File: src/rtl/core/gbts_pkg.sv
package gbts_pkg;

    localparam int GBTS_CAPACITY = 1024;

    localparam int OP_W   = 2;
    localparam int POS_W  = 11;
    localparam int CHAR_W = 16;
    localparam int ST_W   = 2;

    localparam int S_TDATA_W = 40;
    localparam int M_TDATA_W = 32;

    localparam logic [OP_W-1:0] OP_INSERT = 2'd0;
    localparam logic [OP_W-1:0] OP_DELETE = 2'd1;
    localparam logic [OP_W-1:0] OP_READ   = 2'd2;
    localparam logic [OP_W-1:0] OP_CLEAR  = 2'd3;

    localparam logic [ST_W-1:0] ST_DONE    = 2'd0;
    localparam logic [ST_W-1:0] ST_IGNORED = 2'd1;
    localparam logic [ST_W-1:0] ST_FULL    = 2'd2;

endpackage

File: src/rtl/core/gbts_ctrl.sv
module gbts_ctrl
    import gbts_pkg::*;
#(
    parameter int CAPACITY = GBTS_CAPACITY
) (
    input  logic                        aclk,
    input  logic                        aresetn,
    input  logic                        in_valid,
    output logic                        in_ready,
    input  logic [OP_W-1:0]             in_opcode,
    input  logic [POS_W-1:0]            in_position,
    input  logic [POS_W-1:0]            in_end_position,
    input  logic [CHAR_W-1:0]           in_char_code,
    output logic                        out_valid,
    input  logic                        out_ready,
    output logic [CHAR_W-1:0]           out_read_char,
    output logic [POS_W-1:0]            out_text_length,
    output logic [ST_W-1:0]             out_status,
    output logic                        mem_rd_en,
    output logic [$clog2(CAPACITY)-1:0] mem_rd_addr,
    input  logic [CHAR_W-1:0]           mem_rd_data,
    output logic                        mem_wr_en,
    output logic [$clog2(CAPACITY)-1:0] mem_wr_addr,
    output logic [CHAR_W-1:0]           mem_wr_data
);

    localparam int ADDR_W = $clog2(CAPACITY);
    localparam int PTR_W  = $clog2(CAPACITY + 1);
    localparam int CMP_W  = (PTR_W > POS_W) ? PTR_W : POS_W;

    typedef enum logic [2:0] {
        S_IDLE,
        S_DECODE,
        S_MOVE,
        S_COPY,
        S_FINISH
    } state_t;

    state_t            state_reg, state_next;
    logic [OP_W-1:0]   op_reg, op_next;
    logic [POS_W-1:0]  pos_reg, pos_next;
    logic [POS_W-1:0]  endp_reg, endp_next;
    logic [CHAR_W-1:0] ch_reg, ch_next;
    logic [PTR_W-1:0]  gs_reg, gs_next;
    logic [PTR_W-1:0]  ge_reg, ge_next;
    logic [ST_W-1:0]   st_reg, st_next;
    logic              left_reg, left_next;
    logic              out_valid_reg, out_valid_next;
    logic [CHAR_W-1:0] out_char_reg, out_char_next;
    logic [POS_W-1:0]  out_len_reg, out_len_next;
    logic [ST_W-1:0]   out_st_reg, out_st_next;

    logic [PTR_W-1:0] gap_size;
    logic [PTR_W-1:0] text_len;
    logic [CMP_W-1:0] pos_c, endp_c, len_c, gs_c, cap_c, phys_c;
    logic [PTR_W-1:0] gs_inc, gs_dec, ge_inc, ge_dec;

    assign gap_size = ge_reg - gs_reg;
    assign text_len = PTR_W'(CAPACITY) - gap_size;
    assign pos_c    = CMP_W'(pos_reg);
    assign endp_c   = CMP_W'(endp_reg);
    assign len_c    = CMP_W'(text_len);
    assign gs_c     = CMP_W'(gs_reg);
    assign cap_c    = CMP_W'(CAPACITY);
    // Physical address of a logical position that lies after the gap.
    assign phys_c   = pos_c + CMP_W'(gap_size);

    // Pointer step unit shared by every copy of a gap move.
    assign gs_inc = gs_reg + 1'b1;
    assign gs_dec = gs_reg - 1'b1;
    assign ge_inc = ge_reg + 1'b1;
    assign ge_dec = ge_reg - 1'b1;

    always_comb begin
        state_next     = state_reg;
        op_next        = op_reg;
        pos_next       = pos_reg;
        endp_next      = endp_reg;
        ch_next        = ch_reg;
        gs_next        = gs_reg;
        ge_next        = ge_reg;
        st_next        = st_reg;
        left_next      = left_reg;
        out_valid_next = out_valid_reg;
        out_char_next  = out_char_reg;
        out_len_next   = out_len_reg;
        out_st_next    = out_st_reg;
        mem_rd_en      = 1'b0;
        mem_rd_addr    = gs_dec[ADDR_W-1:0];
        mem_wr_en      = 1'b0;
        mem_wr_addr    = gs_reg[ADDR_W-1:0];
        mem_wr_data    = mem_rd_data;

        if (out_valid_reg && out_ready) begin
            out_valid_next = 1'b0;
        end

        unique case (state_reg)
            S_IDLE: begin
                if (in_valid) begin
                    op_next    = in_opcode;
                    pos_next   = in_position;
                    endp_next  = in_end_position;
                    ch_next    = in_char_code;
                    state_next = S_DECODE;
                end
            end
            S_DECODE: begin
                st_next    = ST_DONE;
                state_next = S_FINISH;
                unique case (op_reg)
                    OP_INSERT: begin
                        if (pos_c > len_c) begin
                            st_next = ST_IGNORED;
                        end else if (len_c >= cap_c) begin
                            st_next = ST_FULL;
                        end else begin
                            state_next = S_MOVE;
                        end
                    end
                    OP_DELETE: begin
                        if (pos_c >= endp_c || endp_c > len_c) begin
                            st_next = ST_IGNORED;
                        end else begin
                            state_next = S_MOVE;
                        end
                    end
                    OP_READ: begin
                        if (pos_c >= len_c) begin
                            st_next = ST_IGNORED;
                        end else begin
                            mem_rd_en   = 1'b1;
                            mem_rd_addr = (pos_c < gs_c) ? pos_c[ADDR_W-1:0]
                                                         : phys_c[ADDR_W-1:0];
                        end
                    end
                    OP_CLEAR: begin
                        gs_next = '0;
                        ge_next = PTR_W'(CAPACITY);
                    end
                endcase
            end
            S_MOVE: begin
                priority if (pos_c < gs_c) begin
                    mem_rd_en   = 1'b1;
                    mem_rd_addr = gs_dec[ADDR_W-1:0];
                    left_next   = 1'b1;
                    state_next  = S_COPY;
                end else if (pos_c > gs_c && ge_reg < PTR_W'(CAPACITY)) begin
                    mem_rd_en   = 1'b1;
                    mem_rd_addr = ge_reg[ADDR_W-1:0];
                    left_next   = 1'b0;
                    state_next  = S_COPY;
                end else if (op_reg == OP_INSERT) begin
                    mem_wr_en   = 1'b1;
                    mem_wr_addr = gs_reg[ADDR_W-1:0];
                    mem_wr_data = ch_reg;
                    gs_next     = gs_inc;
                    state_next  = S_FINISH;
                end else begin
                    ge_next    = ge_reg + PTR_W'(endp_c - pos_c);
                    state_next = S_FINISH;
                end
            end
            S_COPY: begin
                // The word fetched in the move step is written across the gap.
                mem_wr_en   = 1'b1;
                mem_wr_addr = left_reg ? ge_dec[ADDR_W-1:0] : gs_reg[ADDR_W-1:0];
                mem_wr_data = mem_rd_data;
                gs_next     = left_reg ? gs_dec : gs_inc;
                ge_next     = left_reg ? ge_dec : ge_inc;
                state_next  = S_MOVE;
            end
            S_FINISH: begin
                if (!out_valid_reg || out_ready) begin
                    out_valid_next = 1'b1;
                    out_char_next  = (op_reg == OP_READ && st_reg == ST_DONE)
                                     ? mem_rd_data : '0;
                    out_len_next   = POS_W'(text_len);
                    out_st_next    = st_reg;
                    state_next     = S_IDLE;
                end
            end
            default: begin
                state_next = S_IDLE;
            end
        endcase
    end

    always_ff @(posedge aclk) begin
        if (!aresetn) begin
            state_reg     <= S_IDLE;
            gs_reg        <= '0;
            ge_reg        <= PTR_W'(CAPACITY);
            out_valid_reg <= 1'b0;
        end else begin
            state_reg     <= state_next;
            gs_reg        <= gs_next;
            ge_reg        <= ge_next;
            out_valid_reg <= out_valid_next;
        end
        op_reg       <= op_next;
        pos_reg      <= pos_next;
        endp_reg     <= endp_next;
        ch_reg       <= ch_next;
        st_reg       <= st_next;
        left_reg     <= left_next;
        out_char_reg <= out_char_next;
        out_len_reg  <= out_len_next;
        out_st_reg   <= out_st_next;
    end

    assign in_ready        = (state_reg == S_IDLE);
    assign out_valid       = out_valid_reg;
    assign out_read_char   = out_char_reg;
    assign out_text_length = out_len_reg;
    assign out_status      = out_st_reg;

endmodule

File: config.mk
export PLATFORM = sky130hd
export DESIGN_NAME = gbts_ctrl
export DESIGN_NICKNAME = d
export VERILOG_FILES = /design/src/rtl/core/gbts_pkg.sv /design/src/rtl/core/gbts_ctrl.sv
export SDC_FILE = /design/constraint.sdc
export NUM_CORES = 1
export LEC_CHECK = 0
export BUFFER_PORTS_ARGS = -buffer_cell sky130_fd_sc_hd__buf_2
export CAP_MARGIN = 15
export CORE_MARGIN = 8
export CORE_UTILIZATION = 35
export CTS_BUF_LIST = sky130_fd_sc_hd__clkbuf_8
export CTS_CLUSTER_DIAMETER = 30
export DETAILED_ROUTE_END_ITERATION = 7
export PLACE_DENSITY_LB_ADDON = 0.1
export SETUP_SLACK_MARGIN = 0.15
export SLEW_MARGIN = 0
export SYNTH_ARGS = -nofsm -noshare
export SYNTH_HDL_FRONTEND = slang
export SYNTH_SLANG_ARGS = --single-unit
File: constraint.sdc
create_clock -name aclk -period 5.7 [get_ports aclk]
set_input_delay 1.14 -clock aclk [delete_from_list [all_inputs] [get_ports aclk]]
set_output_delay 1.14 -clock aclk [all_outputs]
set_load 0.1 [all_outputs]
Yosys cells after proc, flatten, opt, wreduce, memory -nomap -nowiden. Index checks and enable logic that the tools add are counted.

Mux-type cells: 51. Equal/unequal tests: 14. Reduce and logical (&&, ||, !) cells: 17. Add/sub/neg operators: 9. $lt $le $gt $ge: 8.

Operators with widths (count): 11-bit 2-to-1 mux (10); 10-bit 2-to-1 mux (7); 11-bit one-hot mux with 3 select lines (2); 16-bit 2-to-1 mux (4); 11-bit greater-than comparator (3); 11-bit by 1-bit adder with 11-bit output, second input constant (2); 11-bit greater-or-equal comparator (2); 11-bit by 1-bit subtractor with 11-bit output, second input constant (2); 11-bit subtractor (2); 3-bit 2-to-1 mux (7); 10-bit one-hot mux with 2 select lines (1); 3-bit one-hot mux with 5 select lines (1); 1-bit 2-to-1 mux (13); 2-bit != test, second input constant (6); 11-bit adder (1); 11-bit greater-or-equal comparator, second input constant (1); 11-bit < comparator (1); 11-bit < comparator, second input constant (1); 11-bit subtractor, first input constant (1); 10-bit adder (1); 5-bit AND reduction (2); 2-bit AND reduction (4); 3-bit by 2-bit == test with 1-bit output, second input constant (2); 2-bit one-hot mux with 3 select lines (1); other kinds (15) (22).

Input bits: 60. Logic and storage cells: 112. Register bits after elaboration: 98. Output and inout bits: 69.

Logic depth before layout (Yosys ltp).
Depth after elaboration: 7. Depth in mapped cells: 23.

Worst setup path after synthesis. No wires, ideal clock.

Path type: register -> output. From: register ge_reg[0]. To: output port mem_rd_addr[4]. Setup slack: -1.706 ns. Buffers on the path: 1. Data arrival time: 6.266 ns. Required time: 4.560 ns. Cell stages (with the launch flop): 24. Cells stage by stage: dfxtp_1 > inv_1 > ha_1 > inv_1 > fa_1 > a21o_1 > a21oi_1 > xor2_1 > inv_1 > or4_1 > nor3_1 > xnor2_1 > inv_1 > ha_1 > nand3_1 > nor3_1 > inv_1 > nand3_1 > a31oi_1 > o31ai_1 > o31ai_2 > buf_6 > mux2i_1 > o21ai_0.

Longest elaborated chain between the ends: 6. Elaborated cells between the ends (all ways): 12.

Ends and longest elaborated chain: from (decl) (line gbts_ctrl.sv:45) `logic [PTR_W-1:0] ge_reg, ge_next;`; from (signal assigned) (line gbts_ctrl.sv:194) `ge_reg <= PTR_W'(CAPACITY);`; from (signal assigned) (line gbts_ctrl.sv:199) `ge_reg <= ge_next;`; 11-bit subtractor (line gbts_ctrl.sv:58) `assign gap_size = ge_reg - gs_reg;`; 11-bit subtractor (line gbts_ctrl.sv:59) `assign text_len = PTR_W'(CAPACITY) - gap_size;`; net len_c[8] (line gbts_ctrl.sv:55) `logic [CMP_W-1:0] pos_c, endp_c, len_c, gs_c, cap_c, phys_c;`; 11-bit greater-or-equal comparator (line gbts_ctrl.sv:129) `if (pos_c >= len_c) begin`; 10-bit 2-to-1 mux (line gbts_ctrl.sv:129); 10-bit 2-to-1 mux (line gbts_ctrl.sv:111) `unique case (op_reg)`; 10-bit one-hot mux with 2 select lines (line gbts_ctrl.sv:98) `unique case (state_reg)`; to (decl) (line gbts_ctrl.sv:20) `output logic [$clog2(CAPACITY)-1:0] mem_rd_addr,`.

The timed path passes the listed nets, and every way through them passes these cells.

Worst setup path after layout.
From: register ge_reg[0]. To: output port mem_rd_addr[1].

The elaborated chain is that of the path after synthesis.

==> impl_results.md <==
* Ys async rst share at 0
* Setup crit end kind: primary output
* Hold buffers post-CTS at 0
* Number of global-route vias before repair at 6981
* Peak supply drop at 0.000170 V
* ANT nets after route at 0
* Synth warn at 0
* Post-Route WL at 25400 um
* Initial Util at 0.358
* Filler cells at 2172
* Post-synth EDFFs at 72
* Yosys top cell area share at 0.276
* Die Ht at 166 um
* Failing checks: setup timing
* Num rows at 54
* Initial antenna violation count at 0
* Final Hold Fails at 0
* GRT overflow at 0
* Tmin final at 6.19 ns
* Largest net degree at the start of global routing at 42
* Final period util at 1.09
* Inserted Diodes at 0
* Fmax at 162 MHz
* GP Congestion at 0.900
* CTS buffer count at 9
* # IOs at 129
* Final Setup Violations at 11
* Initial DRC count at 428
* Top-count cell post-synth: inv_1
* Area leader, netlist: edfxtp_1
* Arrival @ worst endpoint at 5.05 ns
* Reg clk slew, reported paths at 0.11 ns
* CTS tree: done
* Die Area at 27500 um2
* Area growth syn-to-layout at 26.4%
* Synthesized area at 7850 um2
* Core area at 21900 um2
* RSZ-0062 raised after global routing: true
* Hold slack at 0.485 ns
* Worst-Margin Slew at 1.04 ns
* Layout cells sized above 1 at 0.277
* Sequential share of the synthesized area at 0.342
* Worst Skew at 0.0120 ns
* Final WS setup at -0.491 ns
* DRT Pass-1 Iters at 5
* Worst Hold Class: register to register
* CP max FO at 11
* Routed len/inst at 19.0 um
* Port bufs at 128
* Synth Flop Type: edfxtp_1
* Vias per cell at 5.18
* Outcome: finished with violations
* Clock tree buffer depth at 2
* WP data required at 4.56 ns
* Global-route wire length before repair at 39800 um
* H-tree depth at 3
* P per Cell Area at 249 nW/um2
* Core Util, Final at 0.453
* Clk sinks at 98
* Critical path's largest stage delay at 0.54 ns
* Synth Register Bits at 98
* Worst setup SP type: register
* Library cells used by synthesis at 74
* Max Cap Viol at 0
* Post-synthesis cell count at 858
* Worst-Skew Late Latency at 0.39 ns
* Chip Width at 166 um
* P_leak at 0.00449 uW
* Mapped Nets at 1005
* Rel. slew slack at 0.306
* Max-slew violations at 0
* Nets at 1197
* Avg Inst Size Synth at 9.14 um2
* DR DRC count at 0
* Root buf cell: clkbuf_8
* Top cells by count, synth: inv_1 (90), ha_1 (75), edfxtp_1 (72), nand2_1 (64), o21ai_0 (55)
* HPWL Detailed at 20200 um
* Vias at 6910
* WS Path Type: register to primary output
* GRT Total Usage at 0.182
* Max stage delay cell, worst path: or4_4
* Synth top area cells: edfxtp_1 (28%), ha_1 (12%), dfxtp_1 (6.6%)
-- kinds of logic (layout without fill, tap and decap cells) --
kind of cell	count (synthesis)	after routing	share of synthesized area
AO/OA/AOI/OAI	213	213	0.178
XOR/XNOR	57	57	0.0663
adder cells (fa/ha/maj)	91	91	0.155
buffers and inverters	120	317	0.0585
flip-flops	98	98	0.342
multiplexers	29	29	0.0395
AND/OR/NAND/NOR	250	250	0.160
-- worst max-delay path: cells and delay by family, from the launching register on --
kind / cells / cell delay (ns)
AO/OA/AOI/OAI: 9 / 1.53
XOR/XNOR: 2 / 0.33
adder cells (fa/ha/maj): 3 / 0.77
buffers and inverters: 7 / 0.74
flip-flops: 1 / 0.37
AND/OR/NAND/NOR: 4 / 0.92
-- per-stage QoR --
step	cell area [um2]	worst slack, ns	instances	setup TNS [ns]	total power [uW]
6_report	9920	-0.491	1335	-4.80	2470
5_1_grt	9920	-0.745	1335	-7.54	2620
4_1_cts	9880	-0.489	1333	-4.85	2490
3_5_place_dp	9590	-0.139	1309	-0.592	1980
3_3_place_gp	9590	-0.0711	1308	-0.173	1980
2_1_floorplan	8000	-0.674	858	-2.25	1670
-- layout make-up --
type                       count  area (um2)  area share
clock inverter                 7        60.1     0.00606
timing repair buffer         210        1430       0.145
sequential                    98        2690       0.271
clock buffer                   9         124      0.0125
inverter                      91         344      0.0347
tap                          280         350      0.0353
multi-input combinational    640        4920       0.496
-- worst paths after layout --
path              slack (ns)              to  cells after the start       from
hold reg to reg         0.48   out_status[0]                      0  st_reg[0]
hold / removal          0.48   out_status[0]                      0  st_reg[0]
setup reg to reg        0.77    state_reg[2]                     21  ge_reg[0]
setup / recovery       -0.49  mem_rd_addr[1]                     25  ge_reg[0]
-- layer usage --
metal	track usage	wire length, um	vias up
li1	-	-	3455
met1	0.244	12100	3243
met2	0.292	11600	179
met3	0.0267	1020	33
met4	0.0694	670	0
met5	0	0	-
-- what timing repair did --
item                                    CTS  global route
endpoints found under the hold margin     0             0
gates resized for setup                   8             5
setup buffers                             8             2
endpoints found under the setup margin   11            11
pin swaps                                 6             9
-- layout by cell type, fill, tap and decap left out, types with 5 or more instances in the layout --
master,instances
ha_1,73
and3_1,14
inv_1,86
nand2_1,63
buf_12,12
o211ai_1,5
o21bai_1,6
nor2_1,46
a21boi_0,5
xor2_1,5
nor2b_1,14
buf_2,117
nand4_1,10
a22oi_1,7
a21oi_2,7
and2_1,18
a21o_1,15
mux2_2,16
clkbuf_8,9
fa_1,11
o21ai_0,51
o21a_1,17
a21oi_1,46
dfxtp_1,24
nand3_1,22
nor3_1,21
nand2b_1,10
xnor2_1,46
buf_4,81
edfxtp_1,72
or3_1,5
mux2i_1,11
a31oi_1,7
nor4_1,5
-- power breakdown --
group          internal (uW)  total (uW)  switching [uW]
registers                840         879            39.5
logic                    413        1140             723
clock network            167         459             292
total                   1420        2470            1050
Power figures use the tool's default switching activity.
